[config.mk]
export PLATFORM = sky130hd
export DESIGN_NAME = move_to_front_list_top
export DESIGN_NICKNAME = d
export VERILOG_FILES = /design/src/rtl/core/mtf_pkg.sv /design/src/rtl/core/mtf_mem.sv /design/src/rtl/core/mtf_seq.sv /design/src/rtl/core/move_to_front_list_top.sv
export SDC_FILE = /design/constraint.sdc
export NUM_CORES = 1
export LEC_CHECK = 0
export BUFFER_PORTS_ARGS = -buffer_cell sky130_fd_sc_hd__buf_2
export CAP_MARGIN = 15
export CELL_PAD_IN_SITES_DETAIL_PLACEMENT = 0
export CELL_PAD_IN_SITES_GLOBAL_PLACEMENT = 1
export CORE_MARGIN = 2
export CORE_UTILIZATION = 52
export CTS_CLUSTER_DIAMETER = 120
export DETAILED_ROUTE_END_ITERATION = 7
export MAX_ROUTING_LAYER = met4
export PLACE_DENSITY_LB_ADDON = 0.1
export SETUP_SLACK_MARGIN = 0.02
export SLEW_MARGIN = 20
export SYNTH_ARGS = -nofsm -noshare
export SYNTH_HDL_FRONTEND = slang
export SYNTH_SLANG_ARGS = --single-unit
[constraint.sdc]
create_clock -name clk_i -period 6.2 [get_ports clk_i]
set_input_delay 0.62 -clock clk_i [delete_from_list [all_inputs] [get_ports clk_i]]
set_output_delay 0.62 -clock clk_i [all_outputs]
set_load 0.02 [all_outputs]
[src/rtl/core/mtf_pkg.sv]
`timescale 1ns / 1ps

package mtf_pkg;

  localparam int Depth  = 16;
  localparam int IdxW   = $clog2(Depth);
  localparam int CntW   = $clog2(Depth + 1);
  localparam int ValW   = 32;
  localparam int PosW   = 4;
  localparam int StatW  = 3;
  localparam int ModeW  = 2;

  typedef enum logic [ModeW-1:0] {
    MODE_APPEND = 2'd0,
    MODE_MOVE   = 2'd1,
    MODE_LIST   = 2'd2
  } mode_e;

  typedef enum logic [StatW-1:0] {
    ST_APPENDED = 3'd0,
    ST_FULL     = 3'd1,
    ST_MOVED    = 3'd2,
    ST_NOTFOUND = 3'd3,
    ST_FRONT    = 3'd4,
    ST_ENTRY    = 3'd5,
    ST_EMPTY    = 3'd6
  } status_e;

  typedef enum logic [2:0] {
    S_IDLE,
    S_RD,
    S_CMP,
    S_SH_RD,
    S_SH_WR,
    S_FR_WR,
    S_LS_RD,
    S_LS_EMIT
  } seq_state_e;

  typedef struct packed {
    logic                   we;
    logic [IdxW-1:0]        waddr;
    logic signed [ValW-1:0] wdata;
    logic                   re;
    logic [IdxW-1:0]        raddr;
  } mem_req_t;

  typedef struct packed {
    status_e                status;
    logic signed [ValW-1:0] value;
    logic [PosW-1:0]        pos;
    logic                   last;
  } result_t;

endpackage

[src/rtl/core/mtf_mem.sv]
`timescale 1ns / 1ps

module mtf_mem (
  input  logic                                   clk_i,
  input  mtf_pkg::mem_req_t                      req_i,
  output logic signed [mtf_pkg::ValW-1:0]        rdata_o
);
  import mtf_pkg::*;

  logic signed [ValW-1:0] mem_q [Depth];
  logic signed [ValW-1:0] rdata_q;

  always_ff @(posedge clk_i) begin
    if (req_i.we) begin
      mem_q[req_i.waddr] <= req_i.wdata;
    end
  end

  always_ff @(posedge clk_i) begin
    if (req_i.re) begin
      rdata_q <= mem_q[req_i.raddr];
    end
  end

  assign rdata_o = rdata_q;

endmodule

[src/rtl/core/mtf_seq.sv]
`timescale 1ns / 1ps

module mtf_seq (
  input  logic                             clk_i,
  input  logic                             rst_ni,
  input  logic                             in_valid_i,
  input  logic [mtf_pkg::ModeW-1:0]        mode_i,
  input  logic signed [mtf_pkg::ValW-1:0]  item_value_i,
  output logic                             in_ready_o,
  input  logic                             slot_free_i,
  output logic                             push_o,
  output mtf_pkg::result_t                 res_o,
  output mtf_pkg::mem_req_t                mem_req_o,
  input  logic signed [mtf_pkg::ValW-1:0]  mem_rdata_i
);
  import mtf_pkg::*;

  seq_state_e             state_q, state_d;
  logic signed [ValW-1:0] val_q, val_d;
  logic [CntW-1:0]        count_q, count_d;
  logic [IdxW-1:0]        idx_q, idx_d;
  logic [IdxW-1:0]        hit_q, hit_d;
  result_t                res_q, res_d;
  logic                   accept;
  logic                   match;
  logic                   at_end;
  logic                   full;

  assign accept = in_valid_i && (state_q == S_IDLE);
  assign match  = (mem_rdata_i == val_q);
  assign at_end = ((CntW'(idx_q) + CntW'(1)) == count_q);
  assign full   = (count_q == CntW'(Depth));

  always_comb begin
    state_d = state_q;
    unique case (state_q)
      S_IDLE: begin
        if (in_valid_i) begin
          case (mode_i)
            MODE_APPEND: state_d = S_LS_EMIT;
            MODE_MOVE:   state_d = (count_q == '0) ? S_LS_EMIT : S_RD;
            MODE_LIST:   state_d = (count_q == '0) ? S_LS_EMIT : S_LS_RD;
            default:     state_d = S_IDLE;
          endcase
        end
      end
      S_RD:    state_d = S_CMP;
      S_CMP: begin
        if (match) begin
          state_d = (idx_q == '0) ? S_LS_EMIT : S_SH_RD;
        end else if (at_end) begin
          state_d = S_LS_EMIT;
        end else begin
          state_d = S_RD;
        end
      end
      S_SH_RD: state_d = S_SH_WR;
      S_SH_WR: state_d = (idx_q == IdxW'(1)) ? S_FR_WR : S_SH_RD;
      S_FR_WR: state_d = S_LS_EMIT;
      S_LS_RD: state_d = S_LS_EMIT;
      S_LS_EMIT: begin
        if (slot_free_i) begin
          if (res_q.status == ST_ENTRY && !at_end) begin
            state_d = S_LS_RD;
          end else if (res_q.status == ST_ENTRY || res_q.status != ST_ENTRY) begin
            state_d = S_IDLE;
          end
        end
      end
      default: state_d = S_IDLE;
    endcase
  end

  always_comb begin
    val_d     = val_q;
    count_d   = count_q;
    idx_d     = idx_q;
    hit_d     = hit_q;
    res_d     = res_q;
    in_ready_o = (state_q == S_IDLE);
    push_o    = 1'b0;
    mem_req_o = '{we: 1'b0, waddr: '0, wdata: item_value_i, re: 1'b0, raddr: idx_q};

    unique case (state_q)
      S_IDLE: begin
        if (accept) begin
          val_d = item_value_i;
          idx_d = '0;
          case (mode_i)
            MODE_APPEND: begin
              if (full) begin
                res_d = '{status: ST_FULL, value: item_value_i, pos: '0, last: 1'b1};
              end else begin
                mem_req_o.we    = 1'b1;
                mem_req_o.waddr = count_q[IdxW-1:0];
                count_d         = count_q + CntW'(1);
                res_d = '{status: ST_APPENDED, value: item_value_i,
                          pos: PosW'(count_q), last: 1'b1};
              end
            end
            MODE_MOVE: begin
              res_d = '{status: ST_NOTFOUND, value: item_value_i, pos: '0, last: 1'b1};
            end
            MODE_LIST: begin
              res_d = '{status: ST_EMPTY, value: '0, pos: '0, last: 1'b1};
            end
            default: ;
          endcase
        end
      end
      S_RD: begin
        mem_req_o.re = 1'b1;
      end
      S_CMP: begin
        if (match) begin
          hit_d = idx_q;
          if (idx_q == '0) begin
            res_d = '{status: ST_FRONT, value: val_q, pos: '0, last: 1'b1};
          end
        end else if (at_end) begin
          res_d = '{status: ST_NOTFOUND, value: val_q, pos: '0, last: 1'b1};
        end else begin
          idx_d = idx_q + IdxW'(1);
        end
      end
      S_SH_RD: begin
        mem_req_o.re    = 1'b1;
        mem_req_o.raddr = idx_q - IdxW'(1);
      end
      S_SH_WR: begin
        mem_req_o.we    = 1'b1;
        mem_req_o.waddr = idx_q;
        mem_req_o.wdata = mem_rdata_i;
        idx_d           = idx_q - IdxW'(1);
      end
      S_FR_WR: begin
        mem_req_o.we    = 1'b1;
        mem_req_o.waddr = '0;
        mem_req_o.wdata = val_q;
        res_d = '{status: ST_MOVED, value: val_q, pos: PosW'(hit_q), last: 1'b1};
      end
      S_LS_RD: begin
        mem_req_o.re = 1'b1;
        res_d = '{status: ST_ENTRY, value: '0, pos: PosW'(idx_q), last: at_end};
      end
      S_LS_EMIT: begin
        push_o = slot_free_i;
        if (res_q.status == ST_ENTRY) begin
          res_d.value = mem_rdata_i;
          if (slot_free_i) begin
            idx_d = idx_q + IdxW'(1);
          end
        end
      end
      default: ;
    endcase
  end

  always_comb begin
    res_o = res_q;
    if (res_q.status == ST_ENTRY) begin
      res_o.value = mem_rdata_i;
    end
  end

  always_ff @(posedge clk_i or negedge rst_ni) begin
    if (!rst_ni) begin
      state_q <= S_IDLE;
      count_q <= '0;
      idx_q   <= '0;
    end else begin
      state_q <= state_d;
      count_q <= count_d;
      idx_q   <= idx_d;
    end
  end

  always_ff @(posedge clk_i) begin
    val_q <= val_d;
    hit_q <= hit_d;
    res_q <= res_d;
  end

endmodule

[src/rtl/core/move_to_front_list_top.sv]
`timescale 1ns / 1ps
// Channel | Direction | Handshake            | Payload
// in      | input     | in_valid_i/in_ready_o | mode_i, item_value_i
// out     | output    | out_valid_o/out_ready_i | status_o, out_value_o, position_o, last_o
//
// Unused mode: item dropped with no result.
// Move: searches from the front, shifts each entry ahead of the hit back a place, then writes the front.
// List: emits each entry in turn, read through the single read port of the store; empty gives one result.
// in_ready_o is high only while the sequencer is idle; results sit in an output
// register, so a new item is taken while the last result still waits.
// Reset clears the entry count; the store itself needs no clearing pass.
// A stalled output holds the sequencer in its emit step.

module move_to_front_list_top (
  input  logic                            clk_i,
  input  logic                            rst_ni,
  input  logic                            in_valid_i,
  output logic                            in_ready_o,
  input  logic [mtf_pkg::ModeW-1:0]       mode_i,
  input  logic signed [mtf_pkg::ValW-1:0] item_value_i,
  output logic                            out_valid_o,
  input  logic                            out_ready_i,
  output logic [mtf_pkg::StatW-1:0]       status_o,
  output logic signed [mtf_pkg::ValW-1:0] out_value_o,
  output logic [mtf_pkg::PosW-1:0]        position_o,
  output logic                            last_o
);
  import mtf_pkg::*;

  mem_req_t               mem_req;
  logic signed [ValW-1:0] mem_rdata;
  result_t                res;
  logic                   push;
  logic                   slot_free;
  logic                   out_valid_q, out_valid_d;
  result_t                out_q;

  mtf_mem u_mem (
    .clk_i   (clk_i),
    .req_i   (mem_req),
    .rdata_o (mem_rdata)
  );

  mtf_seq u_seq (
    .clk_i        (clk_i),
    .rst_ni       (rst_ni),
    .in_valid_i   (in_valid_i),
    .mode_i       (mode_i),
    .item_value_i (item_value_i),
    .in_ready_o   (in_ready_o),
    .slot_free_i  (slot_free),
    .push_o       (push),
    .res_o        (res),
    .mem_req_o    (mem_req),
    .mem_rdata_i  (mem_rdata)
  );

  assign slot_free = !out_valid_q || out_ready_i;

  always_comb begin
    out_valid_d = out_valid_q;
    if (push) begin
      out_valid_d = 1'b1;
    end else if (out_ready_i) begin
      out_valid_d = 1'b0;
    end
  end

  always_ff @(posedge clk_i or negedge rst_ni) begin
    if (!rst_ni) begin
      out_valid_q <= 1'b0;
    end else begin
      out_valid_q <= out_valid_d;
    end
  end

  always_ff @(posedge clk_i) begin
    if (push) begin
      out_q <= res;
    end
  end

  assign out_valid_o = out_valid_q;
  assign status_o    = out_q.status;
  assign out_value_o = out_q.value;
  assign position_o  = out_q.pos;
  assign last_o      = out_q.last;

endmodule

# ---- Yosys cells after proc, flatten, opt, wreduce, memory -nomap -nowiden
# Memories as Yosys holds them, arrays and structs flattened. A register that Yosys moved wholly into a read port is not among the register bits.
# Index checks and enable logic that the tools add are counted.
dict set report classes {
  n_eq_ne 25
  magnitude_cmp 0
  n_bitwise 1
  shift 0
  n_mul 0
  div 0
  n_reduce_logical 23
  addsub 4
  muxes 40
}
# operator count
set op_table {}
lappend op_table {{$mux 40} 4}
lappend op_table {{$pmux 32 s5} 1}
lappend op_table {{$pmux 40 s3} 1}
lappend op_table {{$pmux 32 s2} 1}
lappend op_table {{$mux 38} 1}
lappend op_table {{$eq 32x32->1} 1}
lappend op_table {{$mux 32} 1}
lappend op_table {{$mux 3} 9}
lappend op_table {{$mux 4} 6}
lappend op_table {{$pmux 3 s7} 1}
lappend op_table {{$pmux 5 s4} 1}
lappend op_table {{$pmux 4 s4} 1}
lappend op_table {{$eq 3x3->1 const B} 5}
lappend op_table {{$mux 5} 3}
lappend op_table {{$pmux 5 s3} 1}
lappend op_table {{$pmux 3 s4} 1}
lappend op_table {{$reduce_and 5->1} 2}
lappend op_table {{$pmux 3 s3} 1}
lappend op_table {{$reduce_bool 4->1} 2}
lappend op_table {{$mux 1} 7}
lappend op_table {{$eq 3x2->1 const B} 2}
lappend op_table {{$ne 2x1->1 const B} 3}
lappend op_table {{$ne 2x2->1 const B} 3}
lappend op_table {{$ne 3x1->1 const B} 2}
lappend op_table {{28 further kinds} 33}
dict set report totals {
  memories 1
  input_bits 38
  rom_bits 0
  latch_bits 0
  output_inout_bits 42
  word_cells 108
  reg_bits 129
  mem_bits_rw 512
}
# memory depth width read_ports rd_ports_with_merged_regs wr line
set memory_table {}
lappend memory_table {u_mem.mem_q 16 32 1 1 1 mtf_mem.sv:10} ;# logic signed [ValW-1:0] mem_q [Depth];

# ---- Depth between registers and ports, before layout
dict set report logic_depth {
  ltp_word 7
  ltp_mapped 13
  ltp_nobuf 8
}

# ---- Modules after synthesis
# From an unflattened synthesis, not the netlist that was laid out.
dict set report hier_totals {
  hier_cells 1496
  area_unflattened_um2 27819.2
}
# mod n_inst seq_area_each_um2 area_per_inst_um2 cells_each
set modules_own_cells {}
lappend modules_own_cells {mtf_mem 1 16335.7 20155.6 838}
lappend modules_own_cells {mtf_seq 1 2582.5 6414.9 615}
lappend modules_own_cells {move_to_front_list_top 1 1226.2 1248.7 43}

# ---- Worst setup path before layout
# Ideal clock, no wire load.
dict set report synth_path {
  path_type {register to register}
  start {reg u_seq.idx_q[0]}
  end {reg u_seq.res_q[10] (netlist bit), enable pin}
  n_path_buf 3
  arrival_ns 4.022
  stages_incl_launch_ff 11
  setup_ns 0.432
  synth_period_minus_slack_ns 4.454
  setup_slack_ns 1.746
  cell_sequence {dfrtp_1 > buf_2 > clkbuf_1 > inv_1 > ha_1 > clkbuf_1 > xor2_1 > a211oi_1 > o311ai_2 > mux2_2 > a21oi_1}
}
dict set report synth_between {
  elab_chain_cells 4
}
# item line
set synth_rtl {}
lappend synth_rtl {{start: declaration} mtf_seq.sv:21} ;# logic [IdxW-1:0] idx_q, idx_d;
lappend synth_rtl {{start signal: assignment} mtf_seq.sv:174} ;# idx_q <= idx_d;
lappend synth_rtl {{$add 4x1->5} mtf_seq.sv:31} ;# assign at_end = ((CntW'(idx_q) + CntW'(1)) == count_q);
lappend synth_rtl {{$eq 5x5->1} mtf_seq.sv:31}
lappend synth_rtl {{$ne 3x1->1 (no source line)} --}
lappend synth_rtl {{$reduce_and 5->1 (no source line) (*)} --}
lappend synth_rtl {{end signal: assignment} mtf_seq.sv:181} ;# res_q <= res_d;
lappend synth_rtl {{end: declaration} mtf_seq.sv:23} ;# result_t res_q, res_d;
# Every way passes the cells marked *; elsewhere a longest branch is shown, timed or not.
# A chain may end at the register's enable or synchronous reset.

# ---- Final worst setup path
dict set report layout_path {
  start {reg u_seq.state_q[0]}
  end {mem u_mem.mem_q[4][29], enable pin}
}
dict set report layout_between {
  elab_chain_cells 6
}
# item line
set layout_rtl {}
lappend layout_rtl {{start: declaration} mtf_seq.sv:18} ;# seq_state_e state_q, state_d;
lappend layout_rtl {{start signal: assignment} mtf_seq.sv:172} ;# state_q <= state_d;
lappend layout_rtl {{$logic_not 3->1} {mtf_seq.sv:29, mtf_seq.sv:84}}
lappend layout_rtl {{$logic_and 1x1->1} mtf_seq.sv:29} ;# assign accept = in_valid_i && (state_q == S_IDLE);
lappend layout_rtl {{$mux 5} mtf_seq.sv:86} ;# if (accept) begin
lappend layout_rtl {{$pmux 5 s3 (*)} mtf_seq.sv:84} ;# unique case (state_q)
lappend layout_rtl {{$mux 1} mtf_mem.sv:14} ;# if (req_i.we) begin
lappend layout_rtl {{$mux 1 (not written as such)} mtf_mem.sv:15} ;# mem_q[req_i.waddr] <= req_i.wdata;
lappend layout_rtl {{end: declaration} mtf_mem.sv:10}
# Marked as above.

==> summary.log <==
INFO  sta            max_slew.worst_pin.slew=1.12ns
INFO  pwr            combinational_fraction_of_design_power=0.368
INFO  final_layout   multi_input_comb_area=7730um^2
INFO  yosys          mappedNetlistArea=28200um^2
INFO  critical_path  max_fo_critical_path=54
INFO  cts            cts_root_buffer=clkbuf_16
INFO  sta            timing.fmax=244MHz
INFO  routing        route.antenna.remaining_nets=0
INFO  placement      gp_congestion=0.869
INFO  pwr            p_sw=0.00663W
INFO  pwr            max-vdd-ir-drop=0.373mV
INFO  sta            hold_slack=0.241ns
INFO  critical_path  critPathCaptureType=flop
INFO  pwr            power.clock.fraction=0.238
INFO  outcome        run_status=complete, no violations
INFO  cts            path_clk_slew=0.06ns
INFO  critical_path  critPathArrivalTime=4.33ns
INFO  sta            finalWorstPathRequiredPeriod=4.10ns
INFO  placement      placed_cells=2730
INFO  final_layout   layout-area-overhead-vs-synth=14.2%
INFO  final_layout   layout.nets=2159
INFO  sta            clock_skew=0.0164ns
INFO  cts            h-tree-depth=3
INFO  final_layout   seqCellArea=20100um^2
INFO  cts            clock_path_buffers=3
INFO  routing        firstDrtPassIters=5
INFO  routing        drt_drc_violations_left=0
INFO  yosys          synth-edff-count=660
INFO  routing        routed-via-count=17794
INFO  final_layout   antenna_cells_inserted=0
INFO  cts            post-cts-setup-buffers=0
INFO  routing        iter_0_drt_violations=1741
INFO  sta            layout_worst_path_cycle_share=0.661
INFO  yosys          synth_area_leaders=edfxtp_1, nand2_1, mux2i_1
INFO  grt            grt_first_pass_wirelength=110000um
INFO  hold_path      hold_path.class=input port to flop
INFO  floorplanning  num_io_pins=80
INFO  hold_path      whs_endpoint=u_seq.val_q[21]
INFO  yosys          yosysSeqAreaShare=0.713
INFO  critical_path  startpoint_type=flop
INFO  placement      dpl.hpwl=43700um
INFO  yosys          mappedNetlistNets=2063
INFO  critical_path  reg2regPathDepth=7
INFO  sta            final.setup.tns=0ns
INFO  placement      placement.io_buffers=79
INFO  yosys          yosysTopAreaCellShare=0.702
INFO  pwr            sequentialPowerShare=0.394
INFO  grt            globalRouteOverflowTotal=0
INFO  pwr            power_leakage=10.8nW
INFO  grt            vias_in_the_first_global_route=17072
INFO  yosys          syn-mean-instance-area=14.0um^2
INFO  floorplanning  initial_core_util=0.526
INFO  cts            tritoncts_num_sinks=673
INFO  sta            maxSlewViolCount=0
INFO  routing        avgRoutedWirePerCell=25.6um
INFO  grt            global_route_usage_over_all_layers=0.271
INFO  sta            report.final.setup_viol=0
INFO  grt            antenna_found_initial=1
INFO  yosys          synth_cells=2015
INFO  cts            clk_latency=0.61ns
INFO  critical_path  timing.rr.end=u_mem.mem_q[4][29]
INFO  critical_path  worst_ep_required_time=6.43ns
INFO  yosys          async_reset_ff_frac=0.0193
INFO  yosys          post-synth-top-area-cell=edfxtp_1
INFO  sta            finalHoldViolCount=0
INFO  sta            grt_setup_unrepaired=no
INFO  routing        totalWireLength=73400um
INFO  yosys          postSynthRegisterBits=673
INFO  yosys          postSynth.topFlopCell=edfxtp_1
INFO  pwr            internal-power=0.0109W
INFO  floorplanning  die_w=237um
INFO  final_layout   filler_cell_count=4079
INFO  critical_path  launch_instance_of_the_worst_register_to_register_path=u_seq.state_q[0]
INFO  pwr            power.switching_fraction=0.378
INFO  final_layout   final_layout_size_suffix_gt1_frac=0.159
INFO  cts            cts_tree=yes
INFO  cts            number_of_buffers_created_by_cts=72
INFO  hold_path      timing.hold.worst_path_depth=1
INFO  floorplanning  die-height=237um
INFO  sta            max-slew-margin-rel=0.255
INFO  pwr            power_density=544nW/um^2
INFO  critical_path  worst-r2r-setup-slack=2.10ns
INFO  hold_path      start_point_of_the_worst_hold_path=item_value_i[21]
INFO  final_layout   instances_no_fill=2861
INFO  routing        route.detailed.vias_per_inst=6.22
INFO  floorplanning  core_area=53700um^2
INFO  yosys          netlist-cell-type-count=60
INFO  floorplanning  num_rows=85
INFO  floorplanning  die-area=56200um^2
INFO  critical_path  setup.worst_path.class=flop to flop
INFO  flow_run       cap_violations=0
INFO  grt            pin_count_of_the_biggest_net_entering_global_routing=129
INFO  yosys          synth-warning-count=0
## layout by cell type, fill, tap and decap left out, types with 4 or more instances in the layout
cell type	n
nand2b_1	11
buf_2	79
nor2_4	18
clkinv_1	16
ha_1	10
nand4_1	40
clkinv_2	10
a221o_1	4
o2111ai_1	63
nand3_1	139
nor2b_1	6
dfrtp_1	11
buf_4	81
inv_1	15
nor3_1	5
mux2_2	33
o21ai_1	10
edfxtp_1	660
clkbuf_16	76
nand2_1	345
a221oi_1	32
bufinv_16	5
buf_12	4
mux2i_1	95
xnor2_1	40
clkbuf_1	13
o21ai_0	67
nor2_1	14
a211oi_1	4
a22oi_1	67
a2bb2oi_1	30
a21oi_1	46
a32oi_1	32
## sequential cells by signal (all words and copies together), names as in the netlist, 4 cells and up
| name | count |
|---|---|
| out_value_o | 32 |
| position_o | 4 |
| u_mem.mem_q | 512 |
| u_mem.rdata_o | 32 |
| u_seq.count_q | 5 |
| u_seq.hit_q | 4 |
| u_seq.idx_q | 4 |
| u_seq.res_o | 8 |
| u_seq.res_q | 32 |
| u_seq.val_q | 32 |
## how the worst max path moves through the flow
stage	end	slack, ns	start	cells after the start
finish	u_mem.mem_q[4][29]	2.10	u_seq.state_q[0]	7
global route	u_mem.rdata_o[17]	1.83	u_seq.state_q[0]	8
CTS	u_mem.mem_q[5][4]	2.07	u_seq.state_q[0]	7
detailed placement	u_mem.mem_q[5][18]	2.06	u_seq.state_q[0]	7
global placement	u_mem.mem_q[5][18]	2.13	u_seq.state_q[0]	7
floorplan	u_seq.res_q[10]	1.75	u_seq.idx_q[0]	10
## through the flow
step | setup slack [ns] | power (W) | util | area, um^2
after floorplan | 1.75 | 0.0110 | - | 28200
after global placement | 2.13 | 0.0133 | 0.556 | 29900
after detailed placement | 2.06 | 0.0134 | 0.557 | 29900
after CTS | 2.07 | 0.0176 | 0.599 | 32200
after global routing | 1.83 | 0.0184 | 0.600 | 32200
final | 2.10 | 0.0175 | 0.600 | 32200
## cells in the mapped netlist (all sizes together), types with 4 or more instances
| master | count |
|---|---|
| nand3 | 139 |
| nor4 | 4 |
| a21oi | 47 |
| o2111ai | 63 |
| a2bb2oi | 30 |
| dfrtp | 13 |
| edfxtp | 660 |
| xnor2 | 42 |
| a32oi | 32 |
| inv | 15 |
| and2 | 4 |
| nand2b | 12 |
| nand4 | 40 |
| mux2 | 36 |
| nand2 | 346 |
| a22oi | 67 |
| a211oi | 4 |
| nor2 | 34 |
| nor3 | 5 |
| o21ai | 81 |
| a221oi | 34 |
| a221o | 4 |
| nor2b | 7 |
| buf | 47 |
| ha | 10 |
| clkbuf | 98 |
| mux2i | 98 |
## critical path, stage by stage, from the launching register on
cell and delay (ns):
dfrtp_4 0.72, or3_1 0.47, inv_1 0.11, and2_2 0.75
nand3_1 0.26, nand2_1 0.13, nand2_1 0.25, nor2_4 0.95
## routing by layer
| layer | routed length [um] | share of wire | track usage | vias up |
|---|---|---|---|---|
| met5 | 0 | 0 | - | - |
| met4 | 1490 | 0.020 | 0.0738 | 0 |
| met3 | 6510 | 0.089 | 0.0507 | 104 |
| met2 | 33900 | 0.46 | 0.409 | 778 |
| met1 | 31500 | 0.43 | 0.381 | 8885 |
| li1 | - | - | - | 8027 |
## layout make-up
cell class,instances,share of cell area
Clock buffer,89,0.0605
Sequential cell,673,0.625
Tap cell,696,0.0270
Timing Repair Buffer,167,0.0356
Multi-Input combinational cell,1182,0.240
Clock inverter,39,0.0104
Inverter,15,0.00175
## power groups by stage
stage	logic, W	clock network [W]	registers (W)
final	0.00645	0.00418	0.00692
after global routing	0.00701	0.00444	0.00698
after CTS	0.00646	0.00425	0.00690
after detailed placement	0.00644	0	0.00700
after global placement	0.00632	0	0.00697
after floorplan	0.00422	0	0.00677
## kinds of logic after synthesis
logic type | share of synthesized area
multiplexers | 0.0491
adder cells (fa/ha/maj) | 0.00443
AND/OR/NAND/NOR | 0.0951
buffers and inverters | 0.0231
flip-flops | 0.713
XOR/XNOR | 0.0142
AO/OA/AOI/OAI | 0.101
## repair_timing
item | CTS | global route
hold buffers | 1 | 0
hold endpoints to repair | 13 | 0
resized for setup | 0 | 0
Power figures use the tool's default switching activity.
